==> src/hdl/u8u2_pkg.sv <==
// Shared types and constants for the UTF-8 to UCS-2 decoder.
package u8u2_pkg;

	localparam int unsigned ByteW  = 8;
	localparam int unsigned UnitW  = 16;
	localparam int unsigned CountW = 24;
	localparam int unsigned PendW  = 2;
	localparam int unsigned ApbW   = 32;
	localparam int unsigned AddrW  = 3;

	localparam logic [CountW-1:0] CountMax = {CountW{1'b1}};

	// Register indexes, taken from the word address of the configuration port.
	localparam logic REG_UNIT_CAPACITY = 1'b0;

	typedef enum logic [2:0] {
		ST_OK       = 3'd0,
		ST_BAD_LEAD = 3'd1,
		ST_BAD_CONT = 3'd2,
		ST_TRUNC    = 3'd3,
		ST_OVER_CAP = 3'd4
	} status_t;

	typedef struct packed {
		logic [UnitW-1:0]  code_unit;
		logic              has_unit;
		logic              msg_done;
		status_t           status;
		logic [CountW-1:0] unit_total;
	} result_t;

endpackage

==> src/hdl/u8u2_if.sv <==
// Stream interfaces for the byte input and the result output.
interface u8u2_in_if;
	import u8u2_pkg::*;

	logic             valid;
	logic             ready;
	logic [ByteW-1:0] in_byte;
	logic             in_last;

	modport source (output valid, in_byte, in_last, input ready);
	modport sink   (input valid, in_byte, in_last, output ready);
endinterface

interface u8u2_out_if;
	import u8u2_pkg::*;

	logic              valid;
	logic              ready;
	logic [UnitW-1:0]  code_unit;
	logic              has_unit;
	logic              msg_done;
	status_t           status;
	logic [CountW-1:0] unit_total;

	modport source (output valid, code_unit, has_unit, msg_done, status, unit_total,
		input ready);
	modport sink   (input valid, code_unit, has_unit, msg_done, status, unit_total,
		output ready);
endinterface

==> src/hdl/u8u2_cfg.sv <==
// APB-style register block holding the per-message unit capacity.
module u8u2_cfg (
	input  logic                        clk,
	input  logic                        arst_n,
	input  logic                        psel,
	input  logic                        penable,
	input  logic                        pwrite,
	input  logic [u8u2_pkg::AddrW-1:0]  paddr,
	input  logic [u8u2_pkg::ApbW-1:0]   pwdata,
	output logic [u8u2_pkg::ApbW-1:0]   prdata,
	output logic                        pready,
	output logic [u8u2_pkg::CountW-1:0] unit_capacity
);
	import u8u2_pkg::*;

	logic [CountW-1:0] cap_q;
	logic              wr_cap;

	assign pready = 1'b1;
	assign wr_cap = psel && penable && pwrite && pready &&
		(paddr[AddrW-1] == REG_UNIT_CAPACITY);

	always_ff @(posedge clk or negedge arst_n) begin
		if (!arst_n) begin
			cap_q <= CountMax;
		end else if (wr_cap) begin
			cap_q <= pwdata[CountW-1:0];
		end
	end

	always_comb begin
		prdata = '0;
		if (paddr[AddrW-1] == REG_UNIT_CAPACITY) begin
			prdata = {{(ApbW-CountW){1'b0}}, cap_q};
		end
	end

	assign unit_capacity = cap_q;
endmodule

==> src/hdl/u8u2_core.sv <==
// Decode stage: message state and the combinational per-byte update.
module u8u2_core (
	input  logic                        clk,
	input  logic                        arst_n,
	input  logic                        step,
	input  logic [u8u2_pkg::ByteW-1:0]  in_byte,
	input  logic                        in_last,
	input  logic [u8u2_pkg::CountW-1:0] unit_capacity,
	output logic                        produce,
	output u8u2_pkg::result_t           result
);
	import u8u2_pkg::*;

	logic [PendW-1:0]  pend_q, pend_d;
	logic [UnitW-1:0]  part_q, part_d;
	logic [CountW-1:0] units_q, units_d;
	status_t           err_q, err_d;

	logic              dec_err_q;
	logic              complete;
	logic              emit;
	logic [UnitW-1:0]  value;

	assign dec_err_q = (err_q == ST_BAD_LEAD) || (err_q == ST_BAD_CONT) ||
		(err_q == ST_TRUNC);

	always_comb begin
		pend_d   = pend_q;
		part_d   = part_q;
		units_d  = units_q;
		err_d    = err_q;
		complete = 1'b0;
		emit     = 1'b0;
		value    = '0;

		if (!dec_err_q) begin
			if (pend_q == '0) begin
				priority if (!in_byte[7]) begin
					complete = 1'b1;
					value    = {{(UnitW-ByteW){1'b0}}, in_byte};
				end else if (in_byte[7:5] == 3'b110) begin
					part_d = {5'b0, in_byte[4:0], 6'b0};
					pend_d = 2'd1;
				end else if (in_byte[7:4] == 4'b1110) begin
					part_d = {in_byte[3:0], 12'b0};
					pend_d = 2'd2;
				end else begin
					err_d  = ST_BAD_LEAD;
					pend_d = '0;
					part_d = '0;
				end
			end else if (in_byte[7:6] != 2'b10) begin
				err_d  = ST_BAD_CONT;
				pend_d = '0;
				part_d = '0;
			end else if (pend_q == 2'd2) begin
				pend_d = 2'd1;
				part_d = part_q | {4'b0, in_byte[5:0], 6'b0};
			end else begin
				complete = 1'b1;
				value    = part_q | {10'b0, in_byte[5:0]};
				pend_d   = '0;
				part_d   = '0;
			end
		end

		// A completed unit is counted, saturating at CountMax; it is passed on only while the
		// message is clean and below capacity.
		if (complete) begin
			if (units_q >= unit_capacity) begin
				if (err_q == ST_OK) begin
					err_d = ST_OVER_CAP;
				end
			end else begin
				emit = (err_q == ST_OK);
			end
			if (units_q != CountMax) begin
				units_d = units_q + 1'b1;
			end
		end

		if (in_last && (pend_d != '0) && (err_d == ST_OK || err_d == ST_OVER_CAP)) begin
			err_d = ST_TRUNC;
		end

		produce           = emit || in_last;
		result.code_unit  = emit ? value : '0;
		result.has_unit   = emit;
		result.msg_done   = in_last;
		result.status     = in_last ? err_d : ST_OK;
		result.unit_total = in_last ? units_d : '0;
	end

	always_ff @(posedge clk or negedge arst_n) begin
		if (!arst_n) begin
			pend_q  <= '0;
			part_q  <= '0;
			units_q <= '0;
			err_q   <= ST_OK;
		end else if (step) begin
			if (in_last) begin
				pend_q  <= '0;
				part_q  <= '0;
				units_q <= '0;
				err_q   <= ST_OK;
			end else begin
				pend_q  <= pend_d;
				part_q  <= part_d;
				units_q <= units_d;
				err_q   <= err_d;
			end
		end
	end
endmodule

==> src/hdl/utf8_to_ucs2_decoder.sv <==
// Top level of the UTF-8 to UCS-2 decoder.
//
//   channel   dir   handshake        payload
//   in_ch     in    valid / ready    in_byte, in_last
//   out_ch    out   valid / ready    code_unit, has_unit, msg_done, status, unit_total
//   apb       in    psel / penable   paddr, pwdata, prdata (unit_capacity at 0x0)
//
// One byte per cycle while the output is not stalled: a byte sits in the input
// register, is decoded combinationally against the message state and its result,
// if any, lands in the output register. Reset clears the message state and sets
// unit_capacity to its maximum. A stalled output holds the output register and
// the input register still takes one more request behind it.
module utf8_to_ucs2_decoder (
	input  logic                       clk,
	input  logic                       arst_n,
	u8u2_in_if.sink                    in_ch,
	u8u2_out_if.source                 out_ch,
	input  logic                       psel,
	input  logic                       penable,
	input  logic                       pwrite,
	input  logic [u8u2_pkg::AddrW-1:0] paddr,
	input  logic [u8u2_pkg::ApbW-1:0]  pwdata,
	output logic [u8u2_pkg::ApbW-1:0]  prdata,
	output logic                       pready
);
	import u8u2_pkg::*;

	logic              valid_s1;
	logic [ByteW-1:0]  byte_s1;
	logic              last_s1;
	logic              valid_s2;
	result_t           res_s2;

	logic [CountW-1:0] unit_capacity;
	logic              produce;
	result_t           result;
	logic              step;
	logic              take_in;

	u8u2_cfg u_cfg (
		.clk           (clk),
		.arst_n        (arst_n),
		.psel          (psel),
		.penable       (penable),
		.pwrite        (pwrite),
		.paddr         (paddr),
		.pwdata        (pwdata),
		.prdata        (prdata),
		.pready        (pready),
		.unit_capacity (unit_capacity)
	);

	u8u2_core u_core (
		.clk           (clk),
		.arst_n        (arst_n),
		.step          (step),
		.in_byte       (byte_s1),
		.in_last       (last_s1),
		.unit_capacity (unit_capacity),
		.produce       (produce),
		.result        (result)
	);

	// A byte that yields no result can retire even while the output is blocked.
	assign step        = valid_s1 && (!produce || !valid_s2 || out_ch.ready);
	assign take_in     = in_ch.valid && in_ch.ready;
	assign in_ch.ready = !valid_s1 || step;

	always_ff @(posedge clk or negedge arst_n) begin
		if (!arst_n) begin
			valid_s1 <= 1'b0;
		end else if (in_ch.ready) begin
			valid_s1 <= in_ch.valid;
		end
	end

	always_ff @(posedge clk) begin
		if (take_in) begin
			byte_s1 <= in_ch.in_byte;
			last_s1 <= in_ch.in_last;
		end
	end

	always_ff @(posedge clk or negedge arst_n) begin
		if (!arst_n) begin
			valid_s2 <= 1'b0;
		end else if (step && produce) begin
			valid_s2 <= 1'b1;
		end else if (out_ch.ready) begin
			valid_s2 <= 1'b0;
		end
	end

	always_ff @(posedge clk) begin
		if (step && produce) begin
			res_s2 <= result;
		end
	end

	assign out_ch.valid      = valid_s2;
	assign out_ch.code_unit  = res_s2.code_unit;
	assign out_ch.has_unit   = res_s2.has_unit;
	assign out_ch.msg_done   = res_s2.msg_done;
	assign out_ch.status     = res_s2.status;
	assign out_ch.unit_total = res_s2.unit_total;
endmodule
==> src/flat_wrapper.sv <==
// flat-port wrapper written by rule: the top's interface ports become plain ports
module utf8_to_ucs2_decoder_flat import u8u2_pkg::*;
  (clk, arst_n, psel, penable, pwrite, paddr, pwdata, prdata, pready, in_ch_valid, in_ch_in_byte, in_ch_in_last, in_ch_ready, out_ch_valid, out_ch_code_unit, out_ch_has_unit, out_ch_msg_done, out_ch_status, out_ch_unit_total, out_ch_ready);
  u8u2_in_if in_ch_i ();
  u8u2_out_if out_ch_i ();
  input  logic clk;
  input  logic arst_n;
  input  logic psel;
  input  logic penable;
  input  logic pwrite;
  input  logic [u8u2_pkg::AddrW-1:0] paddr;
  input  logic [u8u2_pkg::ApbW-1:0] pwdata;
  output logic [u8u2_pkg::ApbW-1:0] prdata;
  output logic pready;
  input wire logic [$bits(in_ch_i.valid)-1:0] in_ch_valid;
  input wire logic [$bits(in_ch_i.in_byte)-1:0] in_ch_in_byte;
  input wire logic [$bits(in_ch_i.in_last)-1:0] in_ch_in_last;
  output wire logic [$bits(in_ch_i.ready)-1:0] in_ch_ready;
  output wire logic [$bits(out_ch_i.valid)-1:0] out_ch_valid;
  output wire logic [$bits(out_ch_i.code_unit)-1:0] out_ch_code_unit;
  output wire logic [$bits(out_ch_i.has_unit)-1:0] out_ch_has_unit;
  output wire logic [$bits(out_ch_i.msg_done)-1:0] out_ch_msg_done;
  output wire logic [$bits(out_ch_i.status)-1:0] out_ch_status;
  output wire logic [$bits(out_ch_i.unit_total)-1:0] out_ch_unit_total;
  input wire logic [$bits(out_ch_i.ready)-1:0] out_ch_ready;
  assign in_ch_i.valid = in_ch_valid;
  assign in_ch_i.in_byte = in_ch_in_byte;
  assign in_ch_i.in_last = in_ch_in_last;
  assign in_ch_ready = in_ch_i.ready;
  assign out_ch_valid = out_ch_i.valid;
  assign out_ch_code_unit = out_ch_i.code_unit;
  assign out_ch_has_unit = out_ch_i.has_unit;
  assign out_ch_msg_done = out_ch_i.msg_done;
  assign out_ch_status = out_ch_i.status;
  assign out_ch_unit_total = out_ch_i.unit_total;
  assign out_ch_i.ready = out_ch_ready;
  utf8_to_ucs2_decoder u_core (.clk(clk), .arst_n(arst_n), .in_ch(in_ch_i), .out_ch(out_ch_i), .psel(psel), .penable(penable), .pwrite(pwrite), .paddr(paddr), .pwdata(pwdata), .prdata(prdata), .pready(pready));
endmodule
==> config.mk <==
export PLATFORM = sky130hd
export DESIGN_NAME = utf8_to_ucs2_decoder_flat
export DESIGN_NICKNAME = d
export VERILOG_FILES = /design/src/hdl/u8u2_pkg.sv /design/src/hdl/u8u2_if.sv /design/src/hdl/u8u2_cfg.sv /design/src/hdl/u8u2_core.sv /design/src/hdl/utf8_to_ucs2_decoder.sv /design/src/flat_wrapper.sv
export SDC_FILE = /design/constraint.sdc
export NUM_CORES = 1
export LEC_CHECK = 0
export BUFFER_PORTS_ARGS = -buffer_cell sky130_fd_sc_hd__buf_2
export CORE_MARGIN = 2
export CORE_UTILIZATION = 40
export CTS_CLUSTER_DIAMETER = 30
export DETAILED_ROUTE_END_ITERATION = 12
export PLACE_DENSITY_LB_ADDON = 0.12
export SYNTH_ARGS = -nofsm -noshare
export SYNTH_HDL_FRONTEND = slang
export SYNTH_SLANG_ARGS = --single-unit
export TNS_END_PERCENT = 20
==> constraint.sdc <==
create_clock -name clk -period 7.4 [get_ports clk]
set_input_delay 0.37 -clock clk [delete_from_list [all_inputs] [get_ports clk]]
set_output_delay 0.37 -clock clk [all_outputs]
set_load 0.02 [all_outputs]
==> results_dict.tcl <==
set metrics [dict create \
    endpoint_kind "flip-flop" \
    syn_inst 576 \
    place_congestion 0.831 \
    p_leak_nw 3.31 \
    ys_types 63 \
    p_switching_mw 0.649 \
    rr_worst_depth 10 \
    htree_num_levels 4 \
    drive_gt1_share_pct 30.1 \
    rsz0062_at_grt "no" \
    hp-start "in_ch_in_byte[0]" \
    min_to "u_core.byte_s1[0]" \
    post-cts-setup-buffers 0 \
    yosysSeqAreaShare_pct 52.9 \
    numCtsBuffers 17 \
    cts_tree "done" \
    antenna_cells 0 \
    tightestPinTransition_ns 1.03 \
    setup_viol 0 \
    fp.dieArea_mm2 0.0165 \
    powerDensity_mw_per_mm2 284 \
    dr_total_vias 4751 \
    status "complete, no violations" \
    r2r-start "u_core.u_cfg.unit_capacity[21]" \
    cp.arrival_ns 3.98 \
    clockBufferDepth 2 \
    synth_area_leaders "edfxtp_1, dfrtp_1, dfstp_2, ha_1, mux2_2" \
    r2r_slack_ns 3.47 \
    clk_latency_ns 0.43 \
    max_slew_margin_pct 30.7 \
    grt_max_degree 66 \
    r2r_end "u_core.out_ch.unit_total[23]" \
    wirelength_met1_um 6800 \
    grt.total_usage_pct 18.9 \
    cts_hold_buf 0 \
    syn_to_final_growth_pct 21.1 \
    wl_met2_um 6900 \
    drt-initial-drc-count 261 \
    clk_pin_slew_ns 0.06 \
    root_buffer "clkbuf_16" \
    avgSynthCellArea_um2 10.8 \
    cap_violations 0 \
    grt_pass1_wl_um 24000 \
    synth_seq_cells 119 \
    synth_top_area_cell "edfxtp_1" \
    swShare_pct 30.5 \
    cts.sinks 119 \
    top_layer "met4" \
    synth-edff-count 54 \
    routed_via_density 5.35 \
    finalNetCount 763 \
    yosys_warnings 0 \
    die_y_um 128 \
    hold_class "primary input to flip-flop" \
    power_frac_seq_pct 39.8 \
    overflow 0 \
    drc 0 \
    crit_type "flip-flop to flip-flop" \
    p_comb_share_pct 19.8 \
    dp_hpwl_um 10400 \
    port_buffers 111 \
    boundaryPins 131 \
    critPathMaxFanout 45 \
    fin_ws_ns 3.47 \
    start_kind "flip-flop" \
    row_count 45 \
    cts_resized 0 \
    crit_required_ns 7.45 \
    hold_viol 0 \
    async_flop_share_pct 54.6 \
    wl_met3_um 806 \
    grt_pass1_vias 4807 \
    antenna_found_initial 0 \
    slew_violations 0 \
    core-area_mm2 0.0151 \
    yosysTopAreaCellShare_pct 26.2 \
    post-place-ws_ns 3.43 \
    ant_nets 0 \
    fin_setup_tns_ns 0 \
    drt_wl_total_um 14800 \
    wire_per_inst_um 16.6 \
    fmax_ghz 0.254 \
    pwr-share-clk_pct 40.4 \
    post-route-period-util_pct 53.1 \
    internal_power_mw 1.48 \
    chipWidth_um 128 \
    netlist_area_mm2 0.00620 \
    start_util_pct 40.9 \
    hold_depth 1 \
    fin_skew_ns 0.0114 \
    min_period_ns 3.93 \
    ir_drop_mv 0.187 \
    fillerInstances 1394 \
    dr.pass1.iters 4 \
    ys.flop_type "edfxtp_1" \
]
-- routing by layer --
layer / GRT usage [%] / up-vias
li1: - / 2291
met4: 8.14 / 0
met1: 24.4 / 2290
met3: 4.99 / 21
met2: 30.2 / 149
met5: 0 / -
-- synth_stat cells, types with 8 or more instances --
library cell / instances
o22ai_1: 10
and2_1: 12
nand2_1: 30
xnor2_1: 10
a22oi_1: 14
edfxtp_1: 54
a32o_1: 9
buf_4: 11
dfstp_2: 24
nor2b_1: 8
and3_1: 15
ha_1: 25
nand3_1: 18
nor3_1: 9
inv_1: 44
nor2_1: 61
clkbuf_1: 13
dfrtp_1: 41
or3_1: 12
o21ai_0: 23
mux2_2: 24
nand2b_1: 8
a21oi_1: 31
-- power by group through the flow --
stage | clock network [mW] | registers [mW] | logic (mW)
finish | 0.861 | 0.848 | 0.422
global route | 0.915 | 0.858 | 0.469
CTS | 0.881 | 0.849 | 0.425
detailed placement | 0 | 0.861 | 0.424
global placement | 0 | 0.856 | 0.413
floorplan | 0 | 0.892 | 0.258
-- worst max path at each step --
stage,cells after the start,slack [ns],to,start
2_1_floorplan,9,3.08,u_core.out_ch.code_unit[0],u_core.u_cfg.unit_capacity[21]
3_3_place_gp,10,3.52,u_core.out_ch.unit_total[17],u_core.u_cfg.unit_capacity[21]
3_5_place_dp,10,3.43,u_core.out_ch.unit_total[23],u_core.u_cfg.unit_capacity[21]
4_1_cts,10,3.44,u_core.out_ch.unit_total[15],u_core.u_cfg.unit_capacity[21]
5_1_grt,10,3.05,u_core.out_ch.unit_total[23],u_core.u_cfg.unit_capacity[21]
6_report,10,3.47,u_core.out_ch.unit_total[23],u_core.u_cfg.unit_capacity[21]
-- placed cells by master, fill, tap and decap left out, drive strengths merged, types with 5 or more instances in the layout --
cell | netlist | final
nor4 | 7 | 7
buf | 18 | 116
o22ai | 10 | 10
nor2 | 61 | 61
xnor2 | 10 | 10
a22oi | 14 | 14
nor3 | 9 | 9
clkbuf | 13 | 17
nor2b | 8 | 8
dfrtp | 41 | 41
nand3 | 18 | 18
and2 | 12 | 12
ha | 25 | 25
nand2 | 30 | 30
clkinv | 1 | 5
mux2 | 24 | 24
o31ai | 5 | 5
inv | 44 | 50
dfstp | 24 | 24
edfxtp | 54 | 54
a21oi | 31 | 31
a32o | 9 | 9
or3 | 12 | 12
o21ai | 25 | 25
conb | 2 | 9
nand2b | 8 | 8
and3 | 15 | 15
nand4 | 8 | 8
-- worst max-delay path, stage by stage, from the launching register on --
cell	delay (ns)
dfstp_2	0.52
inv_1	0.05
ha_1	0.29
a21oi_1	0.15
nor2b_1	0.06
o21ai_0	0.51
nand4_4	0.27
nor2_1	0.72
o21ai_0	0.33
nor2_4	0.13
buf_4	0.51
-- cells by family (layout without fill, tap and decap cells) --
family / after synthesis / in the layout / share of synthesized area [%]
other: 2 / 9 / 0.121
muxes: 25 / 25 / 4.52
buffers and inverters: 76 / 193 / 5.51
DFF: 119 / 119 / 52.9
and+or+nand+nor: 198 / 198 / 16.9
xor gates and xnor gates: 13 / 13 / 1.84
AOI/OAI and AO/OA: 118 / 118 / 13.2
adders and majority gates: 25 / 25 / 5.05
-- sequential cells by signal, summed over array words and instances, names as in the netlist --
| name | cells |
|---|---|
| u_core.out_ch.code_unit | 16 |
| u_core.out_ch.msg_done | 1 |
| u_core.u_cfg.unit_capacity | 24 |
| u_core.valid_s1 | 1 |
| u_core.out_ch.valid | 1 |
| u_core.u_core.part_q | 10 |
| u_core.u_core.pend_q | 2 |
| u_core.out_ch.has_unit | 1 |
| u_core.byte_s1 | 8 |
| u_core.last_s1 | 1 |
| u_core.out_ch.status | 3 |
| u_core.out_ch.unit_total | 24 |
| u_core.u_core.err_q | 3 |
| u_core.u_core.units_q | 24 |
-- cell type report --
type                       instances  area (um^2)  share of cell area [%]
timing repair buffer             116          593                    7.90
sequential                       119         3280                    43.7
clock inverter                    15          191                    2.55
multi-input combinational        388         2610                    34.8
inverter                          45          169                    2.25
tap                              188          235                    3.13
clock buffer                      17          425                    5.67
-- metrics by stage --
step	std cells	instance area, um^2	util [%]	hold WS [ns]	power [mW]
floorplan	583	6220	-	0.0744	1.15
detailed placement	856	6890	45.5	0.503	1.29
finish	888	7500	49.5	0.120	2.13
global placement	856	6890	45.5	0.498	1.27
global route	888	7500	49.5	0.103	2.24
CTS	888	7500	49.5	0.0986	2.16
No activity file was read; power rests on OpenSTA's default activity.
